<file path="src/rtl/core/jsu_pkg.sv">
// jsu_pkg: shared types, codes and decode functions for the json string unescaper
// no dependencies; used by json_string_unescape_top
package jsu_pkg;

  localparam int unsigned ByteW   = 8;
  localparam int unsigned StatusW = 2;
  localparam int unsigned AccW    = 12;
  localparam int unsigned MaxRes  = 3;
  localparam int unsigned CntW    = 2;

  typedef logic [ByteW-1:0]   byte_t;
  typedef logic [StatusW-1:0] status_t;
  typedef logic [CntW-1:0]    cnt_t;
  typedef logic [AccW-1:0]    acc_t;

  localparam status_t StData      = 2'd0;
  localparam status_t StBadLetter = 2'd1;
  localparam status_t StBadHex    = 2'd2;
  localparam status_t StTruncated = 2'd3;

  localparam byte_t ChBackslash = 8'h5C;
  localparam byte_t ChU         = 8'h75;

  // parse modes, one-hot
  typedef enum logic [5:0] {
    MODE_NORMAL = 6'b000001,
    MODE_ESCAPE = 6'b000010,
    MODE_HEX1   = 6'b000100,
    MODE_HEX2   = 6'b001000,
    MODE_HEX3   = 6'b010000,
    MODE_HEX4   = 6'b100000
  } mode_t;

  typedef struct packed {
    logic  ok;
    byte_t value;
  } esc_t;

  typedef struct packed {
    logic       ok;
    logic [3:0] value;
  } hex_t;

  typedef struct packed {
    byte_t   data;
    status_t status;
  } slot_t;

  // single-byte escape letters
  function automatic esc_t escape_byte(input byte_t c);
    esc_t r;
    r.ok = 1'b1;
    case (c)
      8'h74:   r.value = 8'h09; // t
      8'h72:   r.value = 8'h0D; // r
      8'h6E:   r.value = 8'h0A; // n
      8'h62:   r.value = 8'h08; // b
      8'h66:   r.value = 8'h0C; // f
      8'h30:   r.value = 8'h00; // 0
      8'h5C:   r.value = 8'h5C; // backslash
      8'h2F:   r.value = 8'h2F; // slash
      8'h22:   r.value = 8'h22; // quote
      default: begin
        r.ok    = 1'b0;
        r.value = 8'h00;
      end
    endcase
    return r;
  endfunction

  // hex digit of either case
  function automatic hex_t hex_value(input byte_t c);
    hex_t r;
    r.ok    = 1'b1;
    r.value = 4'h0;
    if (c inside {[8'h30:8'h39]}) begin
      r.value = c[3:0];
    end else if (c inside {[8'h41:8'h46], [8'h61:8'h66]}) begin
      r.value = c[3:0] + 4'd9;
    end else begin
      r.ok = 1'b0;
    end
    return r;
  endfunction

endpackage

</file>
<file path="src/rtl/core/json_string_unescape_top.sv">
// json_string_unescape_top: streaming unescaper for json-style string text
// depends on jsu_pkg for codes, types and the escape and hex decode functions
//
//  channel | ports                                               | direction
//  --------+-----------------------------------------------------+----------
//  in      | in_valid, in_stall, in_text_byte, in_string_end     | request in
//  out     | out_valid, out_stall, out_byte, out_status,         | request out
//          | out_run_last, out_string_done                       |
//
// one input request is decoded in the cycle it is accepted; its 0..3 results
// are loaded into a three-slot result buffer and leave one per cycle while
// out_stall is low. a byte giving one result sustains one request per cycle
// while out_stall is low; a two- or three-byte utf-8 run holds in_stall until
// the single output port has drained the result buffer to its last result.
// reset (rst_n low, synchronous) returns to normal text mode with no results
// pending. in_stall follows out_stall while the last buffered result waits.
module json_string_unescape_top (
  input  logic                 clk,
  input  logic                 rst_n,
  input  logic                 in_valid,
  output logic                 in_stall,
  input  jsu_pkg::byte_t       in_text_byte,
  input  logic                 in_string_end,
  output logic                 out_valid,
  input  logic                 out_stall,
  output jsu_pkg::byte_t       out_byte,
  output jsu_pkg::status_t     out_status,
  output logic                 out_run_last,
  output logic                 out_string_done
);

  // parser state
  jsu_pkg::mode_t mode_r, mode_nxt;
  jsu_pkg::acc_t  acc_r, acc_nxt;

  // result buffer: slot 0 is presented, later slots shift down
  jsu_pkg::slot_t slot_r [jsu_pkg::MaxRes];
  jsu_pkg::slot_t slot_nxt [jsu_pkg::MaxRes];
  jsu_pkg::cnt_t  rem_r, rem_nxt;
  logic           end_r, end_nxt;

  // decode of the incoming request
  jsu_pkg::slot_t dec_slot [jsu_pkg::MaxRes];
  jsu_pkg::cnt_t  dec_cnt;
  jsu_pkg::mode_t dec_mode;
  jsu_pkg::acc_t  dec_acc;
  jsu_pkg::esc_t  esc;
  jsu_pkg::hex_t  hex;
  logic [15:0]    cp;

  logic in_take, out_take;

  assign out_valid       = (rem_r != '0);
  assign out_take        = out_valid && !out_stall;
  // accept when the buffer is empty or its last result leaves this cycle
  assign in_stall        = (rem_r > jsu_pkg::cnt_t'(1)) ||
                           ((rem_r == jsu_pkg::cnt_t'(1)) && out_stall);
  assign in_take         = in_valid && !in_stall;

  assign out_byte        = slot_r[0].data;
  assign out_status      = slot_r[0].status;
  assign out_run_last    = (rem_r == jsu_pkg::cnt_t'(1));
  assign out_string_done = out_run_last && end_r;

  assign esc = jsu_pkg::escape_byte(in_text_byte);
  assign hex = jsu_pkg::hex_value(in_text_byte);
  assign cp  = {acc_r, hex.value};

  // one pass of the escape parser
  always_comb begin
    for (int i = 0; i < jsu_pkg::MaxRes; i++) begin
      dec_slot[i] = '{data: '0, status: jsu_pkg::StData};
    end
    dec_cnt  = '0;
    dec_mode = jsu_pkg::MODE_NORMAL;
    dec_acc  = '0;
    case (mode_r)
      jsu_pkg::MODE_ESCAPE: begin
        if (in_text_byte == jsu_pkg::ChU) begin
          if (in_string_end) begin
            dec_slot[0].status = jsu_pkg::StTruncated;
            dec_cnt            = jsu_pkg::cnt_t'(1);
          end else begin
            dec_mode = jsu_pkg::MODE_HEX1;
          end
        end else if (esc.ok) begin
          dec_slot[0].data = esc.value;
          dec_cnt          = jsu_pkg::cnt_t'(1);
        end else begin
          dec_slot[0].status = jsu_pkg::StBadLetter;
          dec_cnt            = jsu_pkg::cnt_t'(1);
        end
      end
      jsu_pkg::MODE_HEX1, jsu_pkg::MODE_HEX2, jsu_pkg::MODE_HEX3: begin
        if (in_string_end) begin
          dec_slot[0].status = jsu_pkg::StTruncated;
          dec_cnt            = jsu_pkg::cnt_t'(1);
        end else if (!hex.ok) begin
          dec_slot[0].status = jsu_pkg::StBadHex;
          dec_cnt            = jsu_pkg::cnt_t'(1);
        end else begin
          dec_acc = {acc_r[7:0], hex.value};
          case (mode_r)
            jsu_pkg::MODE_HEX1: dec_mode = jsu_pkg::MODE_HEX2;
            jsu_pkg::MODE_HEX2: dec_mode = jsu_pkg::MODE_HEX3;
            default:            dec_mode = jsu_pkg::MODE_HEX4;
          endcase
        end
      end
      jsu_pkg::MODE_HEX4: begin
        if (!hex.ok) begin
          dec_slot[0].status = jsu_pkg::StBadHex;
          dec_cnt            = jsu_pkg::cnt_t'(1);
        end else if (cp[15:7] == '0) begin
          dec_slot[0].data = {1'b0, cp[6:0]};
          dec_cnt          = jsu_pkg::cnt_t'(1);
        end else if (cp[15:11] == '0) begin
          dec_slot[0].data = {3'b110, cp[10:6]};
          dec_slot[1].data = {2'b10, cp[5:0]};
          dec_cnt          = jsu_pkg::cnt_t'(2);
        end else begin
          dec_slot[0].data = {4'b1110, cp[15:12]};
          dec_slot[1].data = {2'b10, cp[11:6]};
          dec_slot[2].data = {2'b10, cp[5:0]};
          dec_cnt          = jsu_pkg::cnt_t'(3);
        end
      end
      default: begin
        // normal text, also any stray mode code
        if (in_text_byte == jsu_pkg::ChBackslash) begin
          if (in_string_end) begin
            dec_slot[0].status = jsu_pkg::StTruncated;
            dec_cnt            = jsu_pkg::cnt_t'(1);
          end else begin
            dec_mode = jsu_pkg::MODE_ESCAPE;
          end
        end else begin
          dec_slot[0].data = in_text_byte;
          dec_cnt          = jsu_pkg::cnt_t'(1);
        end
      end
    endcase
    // end of string always leaves the parser in normal mode
    if (in_string_end) begin
      dec_mode = jsu_pkg::MODE_NORMAL;
      dec_acc  = '0;
    end
  end

  // buffer and state next values
  always_comb begin
    mode_nxt = mode_r;
    acc_nxt  = acc_r;
    rem_nxt  = rem_r;
    end_nxt  = end_r;
    for (int i = 0; i < jsu_pkg::MaxRes; i++) begin
      slot_nxt[i] = slot_r[i];
    end
    if (out_take) begin
      for (int i = 0; i < jsu_pkg::MaxRes - 1; i++) begin
        slot_nxt[i] = slot_r[i+1];
      end
      rem_nxt = rem_r - jsu_pkg::cnt_t'(1);
    end
    if (in_take) begin
      mode_nxt = dec_mode;
      acc_nxt  = dec_acc;
      rem_nxt  = dec_cnt;
      end_nxt  = in_string_end;
      for (int i = 0; i < jsu_pkg::MaxRes; i++) begin
        slot_nxt[i] = dec_slot[i];
      end
    end
  end

  always_ff @(posedge clk) begin
    if (!rst_n) begin
      mode_r <= jsu_pkg::MODE_NORMAL;
      acc_r  <= '0;
      rem_r  <= '0;
      end_r  <= 1'b0;
    end else begin
      mode_r <= mode_nxt;
      acc_r  <= acc_nxt;
      rem_r  <= rem_nxt;
      end_r  <= end_nxt;
    end
  end

  // payload slots need no reset
  always_ff @(posedge clk) begin
    for (int i = 0; i < jsu_pkg::MaxRes; i++) begin
      slot_r[i] <= slot_nxt[i];
    end
  end

endmodule
</file>
<file path="config.mk">
export PLATFORM = sky130hd
export DESIGN_NAME = json_string_unescape_top
export DESIGN_NICKNAME = d
export VERILOG_FILES = /design/src/rtl/core/jsu_pkg.sv /design/src/rtl/core/json_string_unescape_top.sv
export SDC_FILE = /design/constraint.sdc
export NUM_CORES = 1
export LEC_CHECK = 0
export BUFFER_PORTS_ARGS = -buffer_cell sky130_fd_sc_hd__buf_2
export CAP_MARGIN = 30
export CORE_MARGIN = 10
export CORE_UTILIZATION = 65
export DETAILED_ROUTE_END_ITERATION = 8
export PLACE_DENSITY = 0.84
export SLEW_MARGIN = 20
export SYNTH_ARGS = -nofsm -noshare
export SYNTH_HDL_FRONTEND = slang
export SYNTH_SLANG_ARGS = --single-unit
</file>
<file path="constraint.sdc">
create_clock -name clk -period 6 [get_ports clk]
set_clock_uncertainty 0.05 [all_clocks]
set_input_delay 1.5 -clock clk [delete_from_list [all_inputs] [get_ports clk]]
set_output_delay 1.5 -clock clk [all_outputs]
set_load 0.005 [all_outputs]
</file>
==> results of run 1 <==
==> state kept, by name, indices dropped and copies added, names as in the netlist <==
register / cells
rem_r: 2
acc_r: 12
slot_r: 24
end_r: 1
mode_r: 6
==> cells in the mapped netlist, types with 2 or more instances <==
cell and count:
sky130_fd_sc_hd__a211o_1 2, sky130_fd_sc_hd__a211oi_1 5, sky130_fd_sc_hd__a21boi_0 5, sky130_fd_sc_hd__a21o_1 5
sky130_fd_sc_hd__a21oi_1 13, sky130_fd_sc_hd__a221oi_1 2, sky130_fd_sc_hd__a22oi_1 11, sky130_fd_sc_hd__a2bb2oi_1 3
sky130_fd_sc_hd__a311oi_1 2, sky130_fd_sc_hd__a31oi_1 10, sky130_fd_sc_hd__a32oi_1 4, sky130_fd_sc_hd__and2_1 4
sky130_fd_sc_hd__and3_1 7, sky130_fd_sc_hd__and4b_1 2, sky130_fd_sc_hd__buf_2 9, sky130_fd_sc_hd__buf_4 12
sky130_fd_sc_hd__buf_6 2, sky130_fd_sc_hd__clkbuf_1 10, sky130_fd_sc_hd__dfxtp_1 21, sky130_fd_sc_hd__edfxtp_1 24
sky130_fd_sc_hd__ha_1 6, sky130_fd_sc_hd__inv_1 12, sky130_fd_sc_hd__mux2i_1 2, sky130_fd_sc_hd__nand2_1 31
sky130_fd_sc_hd__nand2b_1 4, sky130_fd_sc_hd__nand3_1 11, sky130_fd_sc_hd__nand3b_1 2, sky130_fd_sc_hd__nand4_1 5
sky130_fd_sc_hd__nand4b_1 2, sky130_fd_sc_hd__nor2_1 25, sky130_fd_sc_hd__nor2b_1 17, sky130_fd_sc_hd__nor3_1 8
sky130_fd_sc_hd__nor4_1 4, sky130_fd_sc_hd__nor4b_1 3, sky130_fd_sc_hd__o211ai_1 2, sky130_fd_sc_hd__o21a_1 2
sky130_fd_sc_hd__o21ai_0 15, sky130_fd_sc_hd__o21ai_1 3, sky130_fd_sc_hd__o31ai_1 4, sky130_fd_sc_hd__or3_1 3
sky130_fd_sc_hd__or4_1 2, sky130_fd_sc_hd__xnor2_1 2, sky130_fd_sc_hd__xor2_1 3
==> worst max-delay path, cell delays in order <==
cell and delay (ps):
sky130_fd_sc_hd__buf_2 110, sky130_fd_sc_hd__mux2i_1 230, sky130_fd_sc_hd__inv_1 90, sky130_fd_sc_hd__buf_2 140
==> metal layers <==
layer | GRT usage, % | part of all wire [%]
met5 | 0 | 0
met1 | 25.6 | 41
met2 | 32.4 | 45
met4 | 9.39 | 4.1
met3 | 5.10 | 9.5
==> cell type report <==
cell class	instances	area, um^2	share of cell area, %
Sequential cell	45	1140	35.5
Timing Repair Buffer	28	145	4.52
Clock inverter	3	25.0	0.779
Clock buffer	5	68.8	2.14
Tap cell	54	67.6	2.10
Inverter	13	48.8	1.52
Multi-Input combinational cell	259	1710	53.4
==> layout by cell type (no fill, tap or decap), types with 4 or more instances in the layout <==
master                     instances
sky130_fd_sc_hd__buf_2            26
sky130_fd_sc_hd__a211oi_1          4
sky130_fd_sc_hd__and3_1            7
sky130_fd_sc_hd__clkbuf_8          5
sky130_fd_sc_hd__nand4_1           5
sky130_fd_sc_hd__and2_1            4
sky130_fd_sc_hd__nor3_1            8
sky130_fd_sc_hd__a31oi_1          10
sky130_fd_sc_hd__nand3_1          11
sky130_fd_sc_hd__a21boi_0          5
sky130_fd_sc_hd__ha_1              6
sky130_fd_sc_hd__a21oi_1          13
sky130_fd_sc_hd__nand2_1          31
sky130_fd_sc_hd__nand2b_1          4
sky130_fd_sc_hd__a22oi_1          11
sky130_fd_sc_hd__edfxtp_1         24
sky130_fd_sc_hd__a32oi_1           4
sky130_fd_sc_hd__nor2b_1          17
sky130_fd_sc_hd__a21o_1            5
sky130_fd_sc_hd__dfxtp_1          21
sky130_fd_sc_hd__o31ai_1           4
sky130_fd_sc_hd__nor4_1            4
sky130_fd_sc_hd__nor2_1           25
sky130_fd_sc_hd__o21ai_0          14
sky130_fd_sc_hd__o21ai_1           4
sky130_fd_sc_hd__inv_1            12
==> path summary, 6_finish.rpt <==
path | start | endpoint | slack, ps | depth (start not counted)
worst min register to register | end_r | end_r | 430 | 2
worst max register to register | rem_r[1] | slot_r[0][13] | 3370 | 8
worst max-delay path | out_stall | in_stall | 2380 | 4
worst min-delay path | end_r | end_r | 430 | 2
==> power by group through the flow <==
stage	logic [mW]	clock network, mW	registers, mW
floorplan	0.0862	0	0.364
finish	0.111	0.200	0.358
detailed placement	0.110	0	0.365
global placement	0.107	0	0.364
global route	0.124	0.214	0.361
CTS	0.110	0.200	0.358
==> stage by stage <==
step	setup slack, ps	cell area (um^2)	utilization (%)	total power, mW
CTS	2380	3210	68.9	0.669
global route	2330	3210	68.9	0.699
detailed placement	2220	3120	66.9	0.475
global placement	2080	3110	66.8	0.472
floorplan	2600	3090	-	0.451
finish	2380	3210	68.9	0.669
==> cell families after synthesis <==
| family | count (synthesis) |
|---|---|
| AO/OA/AOI/OAI | 97 |
| flip-flops | 45 |
| XOR/XNOR | 5 |
| adder cells (fa/ha/maj) | 6 |
| AND/OR/NAND/NOR | 148 |
| buffers and inverters | 46 |
| multiplexers | 3 |
==> flow_summary.rst, run 1 <==
.. list-table::
   :header-rows: 1

   * - Metric
     - Value
   * - CP required
     - around 4500 ps
   * - Top post-synthesis cells by area
     - sky130_fd_sc_hd__edfxtp_1, sky130_fd_sc_hd__dfxtp_1, sky130_fd_sc_hd__nand2_1
   * - Share of the synthesized area in compound gates (AO/OA/AOI/OAI)
     - 22.1%
   * - Vias in the first global route
     - 2600
   * - Remaining global-route overflow
     - 0
   * - Final layout net count
     - 371
   * - Placed cell count
     - roughly 400
   * - Slew at the pin with the worst max-slew slack
     - 744 ps
   * - Fmax
     - 276 MHz
   * - Number of buffers created by CTS
     - 5
   * - Worst hold path type
     - reg2reg
   * - Pin count of the biggest net entering global routing
     - 40
   * - Initial core utilization
     - 66.4%
   * - Prevailing post-synth register cell
     - sky130_fd_sc_hd__edfxtp_1
   * - Total of fill cells in the finished design
     - roughly 360
   * - CP Class
     - in2out
   * - Final worst hold slack
     - 430 ps
   * - Part of the total power dissipated in the clock network
     - 29.9%
   * - Clk Tree Root Cell
     - sky130_fd_sc_hd__clkbuf_8
   * - Setup repair after global routing missed its margin
     - false
   * - Final min period
     - 3620 ps
   * - Part of the total power dissipated in combinational logic
     - 16.6%
   * - Total routing resource utilization after global routing
     - 20.4%
   * - Synth warnings
     - 0
   * - DRC
     - 0
   * - Yosys reg bits
     - 45
   * - Die X
     - about 89 um
   * - Fraction of power spent switching nets
     - 28.8%
   * - Wire length per cell after detailed routing
     - 19.1 um
   * - H-tree depth reported by CTS
     - 2
   * - First-pass DRT Iterations
     - 6
   * - Top-level port count
     - 27
   * - Number of buffers between clock root and the deepest sink
     - 2
   * - Library cell occupying the most area in the post-synthesis netlist
     - sky130_fd_sc_hd__edfxtp_1
   * - Total leakage power
     - approximately 1.2 nW
   * - Row count
     - 25
   * - Half-perimeter wire length after placement
     - 5610 um
   * - Startpoint types
     - primary input
   * - Fraction of final layout cells sized beyond drive strength 1
     - 15.6%
   * - Number of enable-type register cells in the synthesized netlist
     - 24
   * - Max-slew violation count
     - 0
   * - Placeable Area
     - 0.00466 mm^2
   * - Placer Congestion
     - roughly 0.94
   * - Count of endpoints failing setup in the final report
     - 0
   * - Power density relative to cell area
     - 208 mW/mm^2
   * - Clock tree from TritonCTS
     - yes
   * - Routed wire length
     - 7780 um
   * - Simple-gate share of the synthesized area
     - between 20 and 30%
   * - Count of maximum capacitance violations
     - 0
   * - Maximum vdd drop
     - between 0.00015 and 0.0002 V
   * - Sort of element at the end of the critical path
     - output port
   * - Adder-cell share of the synthesized area
     - 2.43%
   * - Seq pwr share
     - 53.5%
   * - Syn_nets
     - between 300 and 400
   * - Max-Slew Margin vs Limit
     - 50.3%
   * - Final hold violations
     - 0
   * - Non-filler instance count after layout
     - 407
   * - Syn Inst Count
     - 350
   * - Global-route wire length before repair
     - 12800 um
   * - Sequential-to-total area share from yosys stat
     - between 30% and 40%
   * - Total standard cell area after synthesis
     - 0.00309 mm^2
   * - Post-detailed-route via-to-cell ratio
     - between 6 and 7
   * - Mux cell area share after synthesis
     - 1.01%
   * - Cells resized by post-CTS repair
     - 0
   * - Worst skew pair latency
     - between 300 and 400 ps
   * - Largest family of logic cells by synthesized area
     - simple AND/OR/NAND/NOR gates
   * - Setup bufs post-CTS
     - 0
   * - Data arrival time of the critical path
     - 2070 ps
   * - Run status
     - finished clean
   * - Total net switching power
     - 0.193 mW
   * - Crit path max fanout
     - 3
   * - Antenna violations before repair
     - 0
   * - Die ar.
     - 0.00792 mm^2
   * - Clock net sink count
     - 45
   * - Total vias in the final route
     - 2789
   * - Cell internal pwr
     - 0.477 mW
   * - Post-CTS Hold Buffers
     - 0
   * - DRT iter0 DRCs
     - 399
   * - Layout overhead on the synthesized area
     - 3.76%
   * - Post-synthesis share of cell area spent on xor and xnor gates
     - 1.42%
   * - Number of antenna diodes
     - 0
   * - PortBufs
     - 26
   * - Clock-pin slew of the registers on the worst-case setup and hold paths
     - 90 ps
   * - Final Cycle Share
     - 60.4%
   * - Final ANT Viol Nets
     - 0
   * - Sum Neg Setup Slack
     - 0 ps
   * - Syn Area/Cell
     - 8.84 um^2
   * - Area share of the largest cell type after synthesis
     - 23.3%
   * - Unique cell type count in the Yosys netlist
     - 72
   * - Vertical die dimension
     - 89.0 um
   * - Async set or reset register ratio after synthesis
     - 0%
(Power assumes the default switching activity.)
==> inputs of run 2 (changes only) <==
ABC_AREA = 1   (was default)
CORE_UTILIZATION = 60   (was 65)
PLACE_DENSITY = 0.78   (was 0.84)
clock period = 3.35 ns   (was 6 ns; I/O delays follow)
==> run 2 against run 1 <==
Net effect:
- clock power is 93% higher
- register-to-register slack got worse by 2200 ps
- global-route usage down 3.1 points
- sequential power up 110%
- sequential share of layout area shrank 0.37 points
- worst setup slack worse by 1500 ps
- die area grew 5.2%
- via count fell by 1.4%
- utilization shrank 1.5 points
- largest cell class unchanged
- largest power group unchanged
==> flow_summary.rst, run 2 <==
.. list-table::
   :header-rows: 1

   * - Metric
     - Value
   * - Run status
     - finished clean
   * - Syn Area/Cell
     - 7.20 um^2 (-19%)
   * - Sum Neg Setup Slack
     - 0 ps (unchanged)
   * - Fraction of final layout cells sized beyond drive strength 1
     - 16.9% (+1.3 points)
   * - Data arrival time of the critical path
     - 2520 ps (+450 ps)
   * - CP Class
     - in2reg
   * - Initial core utilization
     - 63.2% (-3.1 points)
   * - Register name with the most flops
     - slot_r
   * - Sequential-to-total area share from yosys stat
     - 37.5% (+0.58 points)
   * - Seq pwr share
     - 47.6% (-5.9 points)
   * - Syn Inst Count
     - 423 (+21%)
   * - Sort of element at the end of the critical path
     - flop
   * - Final Total Pwr
     - 1.56 mW (+130%)
   * - Remaining global-route overflow
     - 0 (unchanged)
   * - Final hold violations
     - 0 (unchanged)
   * - Async set or reset register ratio after synthesis
     - 0% (unchanged)
   * - Setup bufs post-CTS
     - 0 (unchanged)
   * - Leading cell types in the layout, fill and taps excluded
     - sky130_fd_sc_hd__nand2_1, sky130_fd_sc_hd__inv_1, sky130_fd_sc_hd__nor2_1
   * - Vias in the first global route
     - 2562 (-1.5%)
   * - Yosys reg bits
     - 45 (unchanged)
   * - Fraction of power spent switching nets
     - 31.0% (+2.2 points)
   * - Half-perimeter wire length after placement
     - 5590 um (-0.19%)
   * - Layout overhead on the synthesized area
     - 6.49%
   * - First-pass DRT Iterations
     - 5 (-1)
   * - Die X
     - 91.3 um (+2.5%)
   * - Worst skew pair latency
     - 300 ps (about the same)
   * - Power density relative to cell area
     - 479 mW/mm^2 (+130%)
   * - Total of fill cells in the finished design
     - 426 (+17%)
   * - Final Cycle Share
     - 75.2%
   * - Area share of the largest cell type after synthesis
     - 23.7% (+0.36 points)
   * - Number of buffers created by CTS
     - 5 (unchanged)
   * - Maximum vdd drop
     - 0.000232 V (+46%)
   * - Worst hold path type
     - reg2reg
   * - Total vias in the final route
     - 2750 (-1.4%)
   * - Crit path max fanout
     - 11 (+8)
   * - Total net switching power
     - 0.482 mW (+150%)
   * - Placeable Area
     - 0.00482 mm^2 (+3.4%)
   * - Count of maximum capacitance violations
     - 0 (unchanged)
   * - Count of endpoints failing setup in the final report
     - 0 (unchanged)
   * - Total standard cell area after synthesis
     - 0.00305 mm^2 (-1.5%)
   * - Clock tree from TritonCTS
     - yes
   * - Slew at the pin with the worst max-slew slack
     - 666 ps (-78.1 ps)
   * - Cells resized by post-CTS repair
     - 0 (unchanged)
   * - Top post-synthesis cells by area
     - sky130_fd_sc_hd__edfxtp_1, sky130_fd_sc_hd__dfxtp_1, sky130_fd_sc_hd__nand2_1
   * - Synth warnings
     - 0 (unchanged)
   * - Clk Tree Root Cell
     - sky130_fd_sc_hd__clkbuf_8
   * - Final ANT Viol Nets
     - 0 (unchanged)
   * - Registers with the highest flip-flop counts
     - slot_r: 24 flops, acc_r: 12 flops, mode_r: 6 flops
   * - Syn_nets
     - 442 (+20%)
   * - Max-slew violation count
     - 0 (unchanged)
   * - CP required
     - 3350 ps (-1100 ps)
   * - Most common cell in the synthesized netlist
     - sky130_fd_sc_hd__nand2_1
   * - Fmax
     - 397 MHz
   * - Setup repair after global routing missed its margin
     - false
   * - Largest register FFs
     - 24 (unchanged)
   * - Final min period
     - 2520 ps
   * - Part of the total power dissipated in the clock network
     - 24.8% (-5.1 points)
   * - Wire length per cell after detailed routing
     - 14.1 um (-26%)
   * - Cell internal pwr
     - 1.07 mW (+130%)
   * - Post-detailed-route via-to-cell ratio
     - 5.43 (-21%)
   * - Die ar.
     - 0.00833 mm^2 (+5.2%)
   * - Most frequent standard cell in the layout excluding fill and tap cells
     - sky130_fd_sc_hd__nand2_1
   * - Unique cell type count in the Yosys netlist
     - 42 (-42%)
   * - Number of buffers between clock root and the deepest sink
     - 2 (unchanged)
   * - Placed cell count
     - 498 (+25%)
   * - Library cell occupying the most area in the post-synthesis netlist
     - sky130_fd_sc_hd__edfxtp_1
   * - Clock net sink count
     - 45 (unchanged)
   * - Part of the total power dissipated in combinational logic
     - 27.5% (+11 points)
   * - Ranking of synthesized cells by instance count
     - sky130_fd_sc_hd__nand2_1, sky130_fd_sc_hd__inv_1, sky130_fd_sc_hd__nor2_1
   * - PortBufs
     - 26 (unchanged)
   * - Number of antenna diodes
     - 0 (unchanged)
   * - Clock-pin slew of the registers on the worst-case setup and hold paths
     - 80 ps (about the same)
   * - DRC
     - 0 (unchanged)
   * - DRT iter0 DRCs
     - 268 (-33%)
   * - Total routing resource utilization after global routing
     - 17.3% (-3.1 points)
   * - Global-route wire length before repair
     - 12200 um (-4.4%)
   * - Prevailing post-synth register cell
     - sky130_fd_sc_hd__edfxtp_1
   * - Max-Slew Margin vs Limit
     - 55.5% (+5.2 points)
   * - Routed wire length
     - 7150 um (-8.2%)
   * - Post-CTS Hold Buffers
     - 0 (unchanged)
   * - Startpoint types
     - primary input
   * - H-tree depth reported by CTS
     - 2 (unchanged)
   * - Total leakage power
     - 1.56 nW (+32%)
   * - Row count
     - 25 (unchanged)
   * - Placer Congestion
     - 1.02 (+8.2%)
   * - Vertical die dimension
     - 91.3 um (+2.5%)
   * - Antenna violations before repair
     - 0 (unchanged)
   * - Non-filler instance count after layout
     - 506 (+24%)
   * - Top-level port count
     - 27 (unchanged)
   * - Pin count of the biggest net entering global routing
     - 34 (-15%)
   * - Final layout net count
     - 457 (+23%)
   * - Number of enable-type register cells in the synthesized netlist
     - 24 (unchanged)
[run 2: changes by cell type in the layout (fill, tap and decap cells not counted), moves of 7 or more]
cell,previous run,this run
sky130_fd_sc_hd__nor2b_1,17,0
sky130_fd_sc_hd__nand2_1,31,111
sky130_fd_sc_hd__nor2_1,25,40
sky130_fd_sc_hd__inv_1,12,56
sky130_fd_sc_hd__a22oi_1,11,2
sky130_fd_sc_hd__a21oi_1,13,22
sky130_fd_sc_hd__nand3_1,11,34
sky130_fd_sc_hd__and3_1,7,0
sky130_fd_sc_hd__a31oi_1,10,1
[run 2: cell type report]
| cell class | instances | area [um^2] | area share [%] |
|---|---|---|---|
| Multi-Input combinational cell | 295 | 1520 | 46.9 |
| Timing Repair Buffer | 29 | 153 | 4.70 |
| Clock buffer | 8 | 111 | 3.43 |
| Inverter | 62 | 233 | 7.17 |
| Tap cell | 67 | 83.8 | 2.58 |
| Sequential cell | 45 | 1140 | 35.2 |
[run 2: per-stage QoR]
stage	worst slack (ps)	cell area [um^2]	hold slack, ps	util (%)
after global routing	667	3240	435	67.4
after detailed placement	580	3130	409	65.0
after CTS	882	3240	423	67.4
final	830	3240	418	67.4
after floorplan	653	3050	388	-
after global placement	653	3130	404	65.0
[run 2: power groups by stage]
stage                     Sequential, mW  Clock [mW]  Combinational [mW]
after floorplan                    0.750           0               0.340
after global placement             0.753           0               0.425
after detailed placement           0.754           0               0.428
after CTS                          0.742       0.393               0.429
after global routing               0.753       0.417               0.485
final                              0.741       0.386               0.428
[run 2: cells by family after synthesis]
| family | share of synthesized area (%) |
|---|---|
| fa+ha+maj | 2.46 |
| buf+inv | 12.6 |
| flops | 37.5 |
| compound gates | 12.0 |
| xor+xnor | 0.288 |
| simple gates | 35.2 |
[run 2: metal layers]
| metal | track usage, % | up-vias | share of wire [%] |
|---|---|---|---|
| met4 | 5.09 | 0 | 1.5 |
| met1 | 22.9 | 1221 | 45 |
| met5 | 0 | - | 0 |
| li1 | - | 1390 | - |
| met3 | 4.12 | 10 | 8.2 |
| met2 | 27.4 | 129 | 45 |
[run 2: worst paths after layout]
kind	startpoint	end	slack (ps)	depth (start not counted)
worst max register to register	rem_r[1]	slot_r[0][6]	1170	10
worst max-delay path	in_text_byte[0]	slot_r[0][6]	830	13
worst min-delay path	acc_r[9]	acc_r[9]	420	2
worst min register to register	acc_r[9]	acc_r[9]	420	2
[run 2: worst max-delay path, cell delays in order]
cell                      delay (ps)
sky130_fd_sc_hd__buf_2           170
sky130_fd_sc_hd__inv_1           100
sky130_fd_sc_hd__ha_1            250
sky130_fd_sc_hd__inv_1            80
sky130_fd_sc_hd__nand3_1          80
sky130_fd_sc_hd__nand3_2         170
sky130_fd_sc_hd__nand3_4         210
sky130_fd_sc_hd__nand2_4         160
sky130_fd_sc_hd__inv_1           110
sky130_fd_sc_hd__nand2_1          90
sky130_fd_sc_hd__nand3_1         100
sky130_fd_sc_hd__o21ai_1         100
sky130_fd_sc_hd__inv_1            50
==> inputs of run 3 (changes only) <==
clock period = 2.5 ns   (was 3.35 ns; I/O delays follow)
==> run 3 against run 2 <==
Net effect:
- critical path type unchanged
- first-iteration DRC count increased by 33%
- critical path depth stayed put
- utilization increased by 0.16 points
- final area up 0.23%
- largest power group unchanged
==> flow_summary.rst, run 3 (synthesis gave the netlist of run 2 again) <==
.. list-table::
   :header-rows: 1

   * - Metric
     - Value
   * - Run status
     - finished clean
   * - Data arrival time of the critical path
     - 2200 ps (-320 ps)
   * - Fraction of final layout cells sized beyond drive strength 1
     - 17.8% (+0.98 points)
   * - Total leakage power
     - 1.57 nW (+0.76%)
   * - PortBufs
     - 26 (unchanged)
   * - Clk Tree Root Cell
     - sky130_fd_sc_hd__clkbuf_8
   * - Registers with the highest flip-flop counts
     - slot_r: 24 flops, acc_r: 12 flops, mode_r: 6 flops
   * - DRC
     - 0 (unchanged)
   * - Setup bufs post-CTS
     - 0 (unchanged)
   * - Number of antenna diodes
     - 0 (unchanged)
   * - Fmax
     - 455 MHz
   * - Sum Neg Setup Slack
     - 0 ps (unchanged)
   * - Final Cycle Share
     - 87.9%
   * - Clock tree from TritonCTS
     - yes
   * - Power density relative to cell area
     - 627 mW/mm^2 (+31%)
   * - Row count
     - 25 (unchanged)
   * - DRT iter0 DRCs
     - 357 (+33%)
   * - CP Class
     - in2reg
   * - Vertical die dimension
     - 91.3 um (unchanged)
   * - Clock-pin slew of the registers on the worst-case setup and hold paths
     - 90 ps (about the same)
   * - Leading cell types in the layout, fill and taps excluded
     - sky130_fd_sc_hd__nand2_1, sky130_fd_sc_hd__inv_1, sky130_fd_sc_hd__nor2_1
   * - Sort of element at the end of the critical path
     - flop
   * - CP required
     - 2500 ps (-850 ps)
   * - Total routing resource utilization after global routing
     - 17.5% (+0.18 points)
   * - Post-CTS Hold Buffers
     - 0 (unchanged)
   * - Worst hold path type
     - reg2reg
   * - Max-slew violation count
     - 0 (unchanged)
   * - Routed wire length
     - 7370 um (+3.0%)
   * - Top-level port count
     - 27 (unchanged)
   * - Largest register FFs
     - 24 (unchanged)
   * - Clock net sink count
     - 45 (unchanged)
   * - Pin count of the biggest net entering global routing
     - 21 (-38%)
   * - Slew at the pin with the worst max-slew slack
     - 526 ps (-140 ps)
   * - Count of maximum capacitance violations
     - 0 (unchanged)
   * - Most frequent standard cell in the layout excluding fill and tap cells
     - sky130_fd_sc_hd__nand2_1
   * - Number of buffers created by CTS
     - 5 (unchanged)
   * - Startpoint types
     - primary input
   * - Final hold violations
     - 0 (unchanged)
   * - Cells resized by post-CTS repair
     - 0 (unchanged)
   * - Worst skew pair latency
     - 300 ps (about the same)
   * - Placeable Area
     - 0.00482 mm^2 (unchanged)
   * - Setup repair after global routing missed its margin
     - false
   * - Vias in the first global route
     - 2603 (+1.6%)
   * - Final layout net count
     - 461 (+0.88%)
   * - Half-perimeter wire length after placement
     - 5840 um (+4.3%)
   * - H-tree depth reported by CTS
     - 2 (unchanged)
   * - Initial core utilization
     - 63.2% (unchanged)
   * - Register name with the most flops
     - slot_r
   * - Remaining global-route overflow
     - 0 (unchanged)
   * - Final Total Pwr
     - 2.04 mW (+31%)
   * - R2r worst-path depth
     - 10 (unchanged)
   * - Wire length per cell after detailed routing
     - 14.4 um (+2.2%)
   * - Hold Crit Depth
     - 2 (unchanged)
   * - Global-route wire length before repair
     - 12200 um (-0.11%)
   * - Final min period
     - 2200 ps
   * - Total of fill cells in the finished design
     - 480 (+13%)
   * - Max-Slew Margin vs Limit
     - 64.9% (+9.3 points)
   * - Die ar.
     - 0.00833 mm^2 (unchanged)
   * - Post-detailed-route via-to-cell ratio
     - 5.44 (about the same)
   * - Die X
     - 91.3 um (unchanged)
   * - Antenna violations before repair
     - 0 (unchanged)
   * - Number of buffers between clock root and the deepest sink
     - 2 (unchanged)
   * - Maximum vdd drop
     - 0.000301 V (+29%)
   * - First-pass DRT Iterations
     - 5 (unchanged)
   * - Count of endpoints failing setup in the final report
     - 0 (unchanged)
   * - Total vias in the final route
     - 2774 (+0.87%)
   * - Placer Congestion
     - 0.977 (-4.2%)
   * - Final ANT Viol Nets
     - 0 (unchanged)
   * - Crit path max fanout
     - 7 (-4)
   * - Layout overhead on the synthesized area
     - 6.74%
## run 3: changes by cell type in the layout (fill, tap and decap cells not counted), sizes merged
cell / previous run / this run
buf: 29 / 33
clkbuf: 8 / 5
clkinv: 0 / 1
inv: 62 / 64
## run 3: layer usage
layer  track usage (%)  wire length (um)
met3              4.20               578
met1              22.2              3270
met4              4.31               113
met2              29.1              3400
met5                 0                 0
## run 3: final cells by class
class | instances | area [um^2] | area share [%]
Timing Repair Buffer | 33 | 183 | 5.62
Tap cell | 67 | 83.8 | 2.58
Sequential cell | 45 | 1140 | 35.1
Clock inverter | 3 | 20.0 | 0.616
Multi-Input combinational cell | 295 | 1520 | 46.8
Inverter | 62 | 233 | 7.16
Clock buffer | 5 | 68.8 | 2.12
## run 3: worst paths after layout
kind / start / to / slack, ps
setup / recovery: in_text_byte[0] / slot_r[0][4] / 300
hold / removal: acc_r[9] / acc_r[9] / 420
setup reg to reg: acc_r[7] / slot_r[0][2] / 450
hold reg to reg: acc_r[9] / acc_r[9] / 420
## run 3: where the power goes
group | total, mW | switching (mW) | internal [mW] | leakage, nW
clock network | 0.459 | 0.259 | 0.199 | 0.0489
logic | 0.589 | 0.376 | 0.213 | 1.11
registers | 0.993 | 0.0404 | 0.952 | 0.412
total | 2.04 | 0.675 | 1.36 | 1.57
## run 3: per-stage QoR
stage | instance area, um^2 | cells | util (%) | worst slack [ps] | hold slack (ps)
after floorplan | 3050 | 423 | - | 15.2 | 388
after CTS | 3250 | 510 | 67.5 | 344 | 423
after global placement | 3160 | 502 | 65.7 | 64.5 | 403
after detailed placement | 3160 | 502 | 65.7 | 22.3 | 409
after global routing | 3250 | 510 | 67.5 | 145 | 437
final | 3250 | 510 | 67.5 | 303 | 420
## run 3: worst max-delay path, cell delays in order
cell and delay (ps):
sky130_fd_sc_hd__buf_2 150, sky130_fd_sc_hd__inv_1 90, sky130_fd_sc_hd__ha_1 240, sky130_fd_sc_hd__inv_1 80, sky130_fd_sc_hd__nand3_1 80, sky130_fd_sc_hd__nand3_2 170, sky130_fd_sc_hd__nand3_4 150, sky130_fd_sc_hd__nand2_4 130
sky130_fd_sc_hd__inv_1 110, sky130_fd_sc_hd__nand3_1 150, sky130_fd_sc_hd__nand3_1 100, sky130_fd_sc_hd__nand2_1 70, sky130_fd_sc_hd__inv_1 50
